===== src/hw/rtl/tmq_pkg.sv =====
// Shared types and constants for the timed message queue.
`default_nettype none
package tmq_pkg;
    localparam int FIFO_DEPTH   = 16;
    localparam int TIMED_DEPTH  = 16;
    localparam int HANDLER_BITS = 8;
    localparam int FPTR_W = $clog2(FIFO_DEPTH);
    localparam int TPTR_W = $clog2(TIMED_DEPTH);
    localparam int FCNT_W = $clog2(FIFO_DEPTH + 1);
    localparam int TCNT_W = $clog2(TIMED_DEPTH + 1);

    localparam logic [2:0] FUNC_ADD      = 3'd0;
    localparam logic [2:0] FUNC_POLL     = 3'd1;
    localparam logic [2:0] FUNC_DEL_H    = 3'd2;
    localparam logic [2:0] FUNC_DEL_HC   = 3'd3;
    localparam logic [2:0] FUNC_CLEAR    = 3'd4;
    localparam logic [2:0] FUNC_NEXT     = 3'd5;

    localparam logic [1:0] ST_OK      = 2'd0;
    localparam logic [1:0] ST_FULL    = 2'd1;
    localparam logic [1:0] ST_NOMATCH = 2'd2;

    typedef struct packed {
        logic [2:0]  func;
        logic [31:0] now_ms;
        logic        immediate;
        logic [31:0] due_time;
        logic [7:0]  handler_id;
        logic [15:0] msg_code;
    } req_t;

    typedef struct packed {
        logic        delivered;
        logic [7:0]  out_handler;
        logic [15:0] out_code;
        logic [31:0] out_due_time;
        logic        pending;
        logic [31:0] wake_time;
        logic [1:0]  status;
    } rsp_t;

    typedef struct packed {
        logic [31:0]             due;
        logic [HANDLER_BITS-1:0] handler;
        logic [15:0]             code;
    } entry_t;
endpackage
`default_nettype wire


===== src/hw/rtl/timed_message_queue.sv =====
// Immediate add, clear, unused codes and next time with the FIFO occupied end after dispatch;
// a FIFO poll, a poll that is not yet due and a timed next time add one store read; a sorted
// insert, a timed poll and a delete walk the stores one entry per step.
// Throughput: one transaction at a time; s_tready is low while a transaction is worked and
// rises as the result is registered; the result waits in an output register.
// Reset: rst_n asynchronous active low clears counts, head pointer and handshakes.
`default_nettype none
module timed_message_queue (
    input  wire logic        clk,
    input  wire logic        rst_n,
    input  wire logic        s_tvalid,
    output logic             s_tready,
    // func, now_ms, immediate, due_time, handler_id, msg_code, pad
    input  wire logic [95:0] s_tdata,
    output logic             m_tvalid,
    input  wire logic        m_tready,
    // delivered, out_handler, out_code, out_due_time, pending, wake_time, status, pad
    output logic [95:0]      m_tdata
);
    import tmq_pkg::*;

    logic   busy_reg;
    logic   oval_reg;
    rsp_t   out_reg;
    req_t   req;
    rsp_t   rsp;
    logic   done;
    logic   start;

    assign req.func       = s_tdata[2:0];
    assign req.now_ms     = s_tdata[34:3];
    assign req.immediate  = s_tdata[35];
    assign req.due_time   = s_tdata[67:36];
    assign req.handler_id = s_tdata[75:68];
    assign req.msg_code   = s_tdata[91:76];

    assign s_tready = !busy_reg;
    assign start = s_tvalid && s_tready;

    tmq_engine u_engine (
        .clk   (clk),
        .rst_n (rst_n),
        .start (start),
        .hold  (oval_reg && !m_tready),
        .req   (req),
        .done  (done),
        .rsp   (rsp)
    );

    always_ff @(posedge clk or negedge rst_n)
    begin
        if (!rst_n)
        begin
            busy_reg <= 1'b0;
            oval_reg <= 1'b0;
        end
        else
        begin
            if (start)
            begin
                busy_reg <= 1'b1;
            end
            else if (done && !(oval_reg && !m_tready))
            begin
                busy_reg <= 1'b0;
            end
            if (done && !(oval_reg && !m_tready))
            begin
                oval_reg <= 1'b1;
            end
            else if (m_tready)
            begin
                oval_reg <= 1'b0;
            end
        end
    end

    always_ff @(posedge clk)
    begin
        if (done && !(oval_reg && !m_tready))
        begin
            out_reg <= rsp;
        end
    end

    assign m_tvalid = oval_reg;
    assign m_tdata = {4'd0, out_reg.status, out_reg.wake_time, out_reg.pending,
                      out_reg.out_due_time, out_reg.out_code, out_reg.out_handler,
                      out_reg.delivered};
endmodule
`default_nettype wire


===== src/hw/rtl/tmq_engine.sv =====
// Sequencer that walks both stores one entry per cycle.
`default_nettype none
module tmq_engine (
    input  wire logic           clk,
    input  wire logic           rst_n,
    input  wire logic           start,
    input  wire logic           hold,
    input  wire tmq_pkg::req_t  req,
    output logic                done,
    output tmq_pkg::rsp_t       rsp
);
    import tmq_pkg::*;

    localparam logic [3:0] S_IDLE   = 4'd0;
    localparam logic [3:0] S_DISP   = 4'd1;
    localparam logic [3:0] S_FIND   = 4'd2;
    localparam logic [3:0] S_SHIFT  = 4'd3;
    localparam logic [3:0] S_PRD    = 4'd4;
    localparam logic [3:0] S_PSHIFT = 4'd5;
    localparam logic [3:0] S_FSWEEP = 4'd6;
    localparam logic [3:0] S_TSWEEP = 4'd7;
    localparam logic [3:0] S_HEAD   = 4'd8;
    localparam logic [3:0] S_DONE   = 4'd9;
    localparam logic [3:0] S_FRD    = 4'd10;

    logic [3:0] state_reg, state_next;
    req_t req_reg;
    rsp_t rsp_reg, rsp_next;

    entry_t fmem [FIFO_DEPTH];
    entry_t tmem [TIMED_DEPTH];

    logic [FPTR_W-1:0] fhead_reg, fhead_next;
    logic [FCNT_W-1:0] fcnt_reg, fcnt_next;
    logic [TCNT_W-1:0] tcnt_reg, tcnt_next;
    logic [TCNT_W-1:0] idx_reg, idx_next;
    logic [TCNT_W-1:0] wr_reg, wr_next;
    logic              hit_reg, hit_next;
    entry_t            rd_reg;

    logic              twe, fwe;
    logic [TPTR_W-1:0] twa, tra;
    logic [FPTR_W-1:0] fwa, fra;
    entry_t            twd, fwd;
    logic [HANDLER_BITS-1:0] hmask;
    logic              match;
    entry_t            new_e;

    assign hmask = req_reg.handler_id[HANDLER_BITS-1:0];
    assign new_e = '{due: req_reg.immediate ? 32'd0 : req_reg.due_time,
                     handler: hmask, code: req_reg.msg_code};
    assign match = (rd_reg.handler == hmask) &&
                   (req_reg.func != FUNC_DEL_HC || rd_reg.code == req_reg.msg_code);

    always_ff @(posedge clk)
    begin
        if (twe)
        begin
            tmem[twa] <= twd;
        end
        if (fwe)
        begin
            fmem[fwa] <= fwd;
        end
    end

    // the next state selects which store is read into rd_reg
    always_ff @(posedge clk)
    begin
        if (state_next == S_FSWEEP || state_next == S_FRD)
        begin
            rd_reg <= fmem[fra];
        end
        else
        begin
            rd_reg <= tmem[tra];
        end
    end

    always_comb
    begin
        state_next = state_reg;
        rsp_next   = rsp_reg;
        fhead_next = fhead_reg;
        fcnt_next  = fcnt_reg;
        tcnt_next  = tcnt_reg;
        idx_next   = idx_reg;
        wr_next    = wr_reg;
        hit_next   = hit_reg;
        twe = 1'b0; twa = '0; twd = new_e;
        fwe = 1'b0; fwa = '0; fwd = rd_reg;
        tra = '0; fra = fhead_reg;
        done = 1'b0;
        unique case (state_reg)
            S_IDLE:
            begin
                if (start)
                begin
                    state_next = S_DISP;
                    rsp_next = '0;
                end
            end
            S_DISP:
            begin
                state_next = S_DONE;
                case (req_reg.func)
                    FUNC_ADD:
                    begin
                        if (req_reg.immediate)
                        begin
                            if (fcnt_reg == FCNT_W'(FIFO_DEPTH))
                            begin
                                rsp_next.status = ST_FULL;
                            end
                            else
                            begin
                                fwe = 1'b1;
                                fwa = FPTR_W'(fhead_reg + FPTR_W'(fcnt_reg));
                                fwd = new_e;
                                fcnt_next = fcnt_reg + 1'b1;
                            end
                        end
                        else if (tcnt_reg == TCNT_W'(TIMED_DEPTH))
                        begin
                            rsp_next.status = ST_FULL;
                        end
                        else
                        begin
                            idx_next = '0;
                            tra = '0;
                            state_next = S_FIND;
                        end
                    end
                    FUNC_POLL:
                    begin
                        if (fcnt_reg != '0)
                        begin
                            fra = fhead_reg;
                            state_next = S_FRD;
                        end
                        else if (tcnt_reg != '0)
                        begin
                            tra = '0;
                            state_next = S_PRD;
                        end
                    end
                    FUNC_DEL_H, FUNC_DEL_HC:
                    begin
                        idx_next = '0;
                        wr_next = '0;
                        hit_next = 1'b0;
                        fra = fhead_reg;
                        state_next = (fcnt_reg != '0) ? S_FSWEEP : S_TSWEEP;
                    end
                    FUNC_CLEAR:
                    begin
                        fhead_next = '0;
                        fcnt_next = '0;
                        tcnt_next = '0;
                    end
                    FUNC_NEXT:
                    begin
                        if (fcnt_reg != '0)
                        begin
                            rsp_next.pending = 1'b1;
                            rsp_next.wake_time = req_reg.now_ms;
                        end
                        else if (tcnt_reg != '0)
                        begin
                            tra = '0;
                            state_next = S_HEAD;
                        end
                    end
                    default:
                    begin
                    end
                endcase
            end
            S_FIND:
            begin
                // rd_reg holds entry idx_reg
                if (idx_reg < tcnt_reg && rd_reg.due < req_reg.due_time)
                begin
                    idx_next = idx_reg + 1'b1;
                    tra = TPTR_W'(idx_reg + 1'b1);
                end
                else
                begin
                    wr_next = tcnt_reg;
                    tra = TPTR_W'(tcnt_reg - 1'b1);
                    state_next = S_SHIFT;
                end
            end
            S_SHIFT:
            begin
                // wr_reg is slot to fill; rd_reg holds slot wr_reg-1
                if (wr_reg == idx_reg)
                begin
                    twe = 1'b1;
                    twa = TPTR_W'(idx_reg);
                    twd = new_e;
                    tcnt_next = tcnt_reg + 1'b1;
                    state_next = S_DONE;
                end
                else
                begin
                    twe = 1'b1;
                    twa = TPTR_W'(wr_reg);
                    twd = rd_reg;
                    wr_next = wr_reg - 1'b1;
                    tra = TPTR_W'(wr_reg - 2'd2);
                end
            end
            S_FRD:
            begin
                rsp_next.delivered = 1'b1;
                rsp_next.out_handler = 8'(rd_reg.handler);
                rsp_next.out_code = rd_reg.code;
                fhead_next = fhead_reg + 1'b1;
                fcnt_next = fcnt_reg - 1'b1;
                state_next = S_DONE;
            end
            S_PRD:
            begin
                if (rd_reg.due <= req_reg.now_ms)
                begin
                    rsp_next.delivered = 1'b1;
                    rsp_next.out_handler = 8'(rd_reg.handler);
                    rsp_next.out_code = rd_reg.code;
                    rsp_next.out_due_time = rd_reg.due;
                    idx_next = TCNT_W'(1);
                    tra = TPTR_W'(1);
                    state_next = S_PSHIFT;
                end
                else
                begin
                    state_next = S_DONE;
                end
            end
            S_PSHIFT:
            begin
                if (idx_reg >= tcnt_reg)
                begin
                    tcnt_next = tcnt_reg - 1'b1;
                    state_next = S_DONE;
                end
                else
                begin
                    twe = 1'b1;
                    twa = TPTR_W'(idx_reg - 1'b1);
                    twd = rd_reg;
                    idx_next = idx_reg + 1'b1;
                    tra = TPTR_W'(idx_reg + 1'b1);
                end
            end
            S_FSWEEP:
            begin
                if (match)
                begin
                    hit_next = 1'b1;
                end
                else
                begin
                    fwe = 1'b1;
                    fwa = FPTR_W'(fhead_reg + FPTR_W'(wr_reg));
                    fwd = rd_reg;
                    wr_next = wr_reg + 1'b1;
                end
                if (TCNT_W'(idx_reg) + 1'b1 >= TCNT_W'(fcnt_reg))
                begin
                    fcnt_next = FCNT_W'(wr_next);
                    idx_next = '0;
                    wr_next = '0;
                    tra = '0;
                    state_next = S_TSWEEP;
                end
                else
                begin
                    idx_next = idx_reg + 1'b1;
                    fra = FPTR_W'(fhead_reg + FPTR_W'(idx_reg + 1'b1));
                end
            end
            S_TSWEEP:
            begin
                if (idx_reg >= tcnt_reg)
                begin
                    tcnt_next = wr_reg;
                    rsp_next.status = hit_reg ? ST_OK : ST_NOMATCH;
                    state_next = S_DONE;
                end
                else
                begin
                    if (match)
                    begin
                        hit_next = 1'b1;
                    end
                    else
                    begin
                        twe = 1'b1;
                        twa = TPTR_W'(wr_reg);
                        twd = rd_reg;
                        wr_next = wr_reg + 1'b1;
                    end
                    idx_next = idx_reg + 1'b1;
                    tra = TPTR_W'(idx_reg + 1'b1);
                end
            end
            S_HEAD:
            begin
                rsp_next.pending = 1'b1;
                rsp_next.wake_time = (req_reg.now_ms <= rd_reg.due) ? rd_reg.due
                                                                     : req_reg.now_ms;
                state_next = S_DONE;
            end
            S_DONE:
            begin
                // wait here while the output register is still occupied
                done = 1'b1;
                if (!hold)
                begin
                    state_next = S_IDLE;
                end
            end
            default:
            begin
                state_next = S_IDLE;
            end
        endcase
    end

    always_ff @(posedge clk or negedge rst_n)
    begin
        if (!rst_n)
        begin
            state_reg <= S_IDLE;
            fhead_reg <= '0;
            fcnt_reg  <= '0;
            tcnt_reg  <= '0;
            idx_reg   <= '0;
            wr_reg    <= '0;
            hit_reg   <= 1'b0;
        end
        else
        begin
            state_reg <= state_next;
            fhead_reg <= fhead_next;
            fcnt_reg  <= fcnt_next;
            tcnt_reg  <= tcnt_next;
            idx_reg   <= idx_next;
            wr_reg    <= wr_next;
            hit_reg   <= hit_next;
        end
    end

    always_ff @(posedge clk)
    begin
        rsp_reg <= rsp_next;
        if (start && state_reg == S_IDLE)
        begin
            req_reg <= req;
        end
    end

    assign rsp = rsp_reg;
endmodule
`default_nettype wire


===== config.mk =====
export PLATFORM = sky130hd
export DESIGN_NAME = timed_message_queue
export DESIGN_NICKNAME = d
export VERILOG_FILES = /design/src/hw/rtl/tmq_pkg.sv /design/src/hw/rtl/timed_message_queue.sv /design/src/hw/rtl/tmq_engine.sv
export SDC_FILE = /design/constraint.sdc
export NUM_CORES = 2
export LEC_CHECK = 0
export ABC_AREA = 0
export BUFFER_PORTS_ARGS = -buffer_cell sky130_fd_sc_hd__buf_4
export CORE_UTILIZATION = 25
export CTS_CLUSTER_SIZE = 14
export DETAILED_ROUTE_END_ITERATION = 8
export HOLD_SLACK_MARGIN = 0.12
export PLACE_DENSITY = 0.48
export SLEW_MARGIN = 20
export SYNTH_ARGS = -nofsm -noshare
export SYNTH_HDL_FRONTEND = slang
export SYNTH_SLANG_ARGS = --single-unit

===== constraint.sdc =====
create_clock -name clk -period 17.24 [get_ports clk]
set_input_delay 3.448 -clock clk [delete_from_list [all_inputs] [get_ports clk]]
set_output_delay 3.448 -clock clk [all_outputs]
set_load 0.02 [all_outputs]

==> results.py <==
metrics = {
    "placed_design": {
        "dp.cells": 10961,
        "portBuffers": 189,
        "dp_hpwl_mm": 156.9,
        "pre_cts_slack_ns": 10.09,
        "post_dp_cell_area_um2": 93690,
        "gp_congestion": 0.8013,
    },
    "drt": {
        "post-route-drc-count": 0,
        "num_vias": 54545,
        "drt_pass1_iterations": 6,
        "detail_route.wl_per_cell_um": 24.56,
        "ant_nets": 0,
        "wl_met3_mm": 15.57,
        "routed_wl_mm": 279.0,
        "viasPerCell": 4.802,
        "wl_met2_mm": 134.5,
        "highest_layer": "met4",
        "m1WireLength_mm": 118.8,
        "drtIter0Drc": 5133,
    },
    "outcome": {
        "status": "finished, final reports clean",
    },
    "sta": {
        "rsz0062_at_grt": "no",
        "max_freq_mhz": 137.1,
        "worst_slack_ns": 9.947,
        "slew_viol_final": 0,
        "tightest_slew_ns": 1.214,
        "slew-limit-headroom": 0.1909,
        "fin_crit_sh": 0.4230,
        "setup_violations": 0,
        "finClkSkew_ns": 0.06218,
        "hold_violations": 0,
        "final.setup.tns_ns": 0,
        "hold_ws_ns": 0.4006,
        "period_needed_ns": 7.293,
    },
    "synth": {
        "postSynthCellCount": 6480,
        "synth_edf_count": 2068,
        "ys.warnings.count": 0,
        "synth_area_per_cell_um2": 13.36,
        "postSynth.asyncResetShare": 0.01439,
        "synthTopCellsByArea": "edfxtp_1 (72%), nand2_1 (6.7%), nand3_1 (2.7%)",
        "yosysSeqAreaShare": 0.7391,
        "synth_ff_type": "edfxtp_1",
        "yosys.area.top_type": "edfxtp_1",
        "syn_area_um2": 86590,
        "synth_cell_type_count": 73,
        "ys_seq_elements": 2155,
        "synth.top_cell.area_share": 0.7172,
    },
    "power": {
        "power.total_mw": 15.49,
        "ir_drop_mv": 0.1065,
        "powerDensity_nw_per_um2": 154.1,
        "leakage_nw": 33.38,
    },
    "cts": {
        "ctsHoldBuffers": 0,
        "clock_latency_ns": 0.90,
        "postCtsSetupBuffers": 0,
        "cts.repair.resized": 0,
        "clk_path_buf_depth": 4,
        "clk_pin_slew_ns": 0.06,
        "clock_sinks": 2155,
        "cts_buffers": 219,
        "cts_root_buf": "clkbuf_16",
        "htreeDepth": 4,
        "cts_tree": "done",
    },
    "floorplan": {
        "initial_core_util": 0.2519,
        "die_h_um": 590.5,
        "rows": 215,
        "dieArea_um2": 348700,
        "core_area_um2": 343800,
        "design.portCount": 198,
        "die_w_um": 590.5,
    },
    "global_route": {
        "grt_max_degree": 204,
        "grt_first_pass_wirelength_mm": 389.9,
        "grt_pass1_vias": 52311,
        "grt_usage": 0.1544,
        "grt-ovfl-total": 0,
        "antenna_found_initial": 14,
    },
    "finish": {
        "top_regs": "u_engine.fmem x896, u_engine.tmem x896",
        "instances_no_fill": 11359,
        "areaGrowthSynthToFinish_pct": 16.06,
        "utilization": 0.2923,
        "nNetsFinal": 6826,
        "multi_input_area_um2": 20870,
        "nFillCells": 34543,
        "design_area_um2": 100500,
        "regArea_um2": 64000,
        "drive_gt1_frac": 0.1062,
    },
    "setup_path": {
        "critical_path_class": "reg2reg",
        "crit_arrival_ns": 7.99,
        "start_kind": "flip-flop",
        "worst-path-max-fanout": 180,
        "endpoint_kind": "flip-flop",
        "critPathRequiredTime_ns": 17.94,
    },
    "hold_path": {
        "hold_path_class": "reg2reg",
    },
    "flow_run": {
        "maxCapViolations": 0,
    },
}
==> cell usage after synthesis (97+ instances only) <==
library cell     n
edfxtp_1      2068
nand2_1       1540
nand3_1        472
a31oi_1        286
clkbuf_1       285
a211oi_1       234
and3_1         234
nor2_1         155
a22o_1         145
nand4_1        129
buf_2          113
inv_1          101
ha_1            97
==> logic make-up after synthesis <==
group,synth area share
and+or+nand+nor,0.1341
muxes,0.0005924
adders and majority gates,0.01471
xor gates and xnor gates,0.005664
other,0.00004331
AOI/OAI and AO/OA,0.08063
buffers and inverters,0.02517
DFF,0.7391
==> critical path: stages (launching register included) <==
cell      delay (ns)
dfrtp_1         0.63
nand3_1         0.15
xnor2_1         0.68
ha_1            0.38
or2_2           0.29
a211oi_1        0.44
nor2_1          0.29
a21oi_4         0.24
buf_12          0.52
buf_4           0.74
buf_4           0.84
a31oi_1         0.18
a22o_1          0.29
o21ai_0         0.83
o211ai_1        0.19
==> power by group <==
group | switching, mW | internal (mW) | leakage (nW)
sequential | 0.289 | 6.59 | 19.6
clock | 2.00 | 2.59 | 3.30
combinational | 2.96 | 1.06 | 10.4
==> path summary, 6_finish.rpt <==
| kind | to | slack [ns] | startpoint | cells after the start |
|---|---|---|---|---|
| hold reg to reg | m_tdata[45]$_DFFE_PP_ | 0.40 | u_engine.rsp[55]$_SDFFCE_PN0P_ | 0 |
| min in group asynchronous | u_engine.fcnt_reg[4]$_DFFE_PN0P_ | 2.56 | rst_n | 1 |
| max in group asynchronous | u_engine.idx_reg[1]$_DFFE_PN0P_ | 14.31 | rst_n | 1 |
| setup reg to reg | u_engine.rd_reg[46]$_DFF_P_ | 9.95 | u_engine.idx_reg[0]$_DFFE_PN0P_ | 14 |
| setup / recovery | u_engine.rd_reg[46]$_DFF_P_ | 9.95 | u_engine.idx_reg[0]$_DFFE_PN0P_ | 14 |
| hold / removal | m_tdata[45]$_DFFE_PP_ | 0.40 | u_engine.rsp[55]$_SDFFCE_PN0P_ | 0 |
==> metal layers <==
metal | vias up | global-route usage
li1 | 24543 | -
met2 | 1791 | 0.2604
met1 | 27798 | 0.2052
met5 | - | 0
met4 | 0 | 0.05346
met3 | 413 | 0.01754
==> layout by cell type, fill, tap and decap left out, types with 8 or more instances in the layout <==
master and instances:
o211ai_1 60, nor2_4 36, and3_1 231, bufinv_16 14
nand2b_1 15, clkinv_2 31, o21ai_1 28, o22ai_1 9
dfrtp_1 31, nor3_1 13, nor2_1 117, clkinv_1 45
o31ai_1 35, buf_12 8, o21ai_0 81, nand3_1 471
nand2_1 1537, xor2_1 20, inv_1 101, a211oi_1 234
edfxtp_1 2068, a21o_1 8, clkbuf_16 220, a22o_1 145
buf_4 344, clkbuf_1 57, a31oi_1 286, nor2b_1 31
xnor2_1 36, dfxtp_1 56, clkbuf_8 11, ha_1 97
nand4_1 129, a21oi_1 59
==> final cells by class <==
type,instances,area share
Timing Repair Buffer,353,0.02756
Sequential cell,2155,0.6368
Inverter,103,0.003847
Tap cell,4557,0.05673
Clock buffer,288,0.05842
Multi-Input combinational cell,3794,0.2076
Antenna cell,5,0.0001245
Clock inverter,104,0.008889
Power figures use the tool's default switching activity.
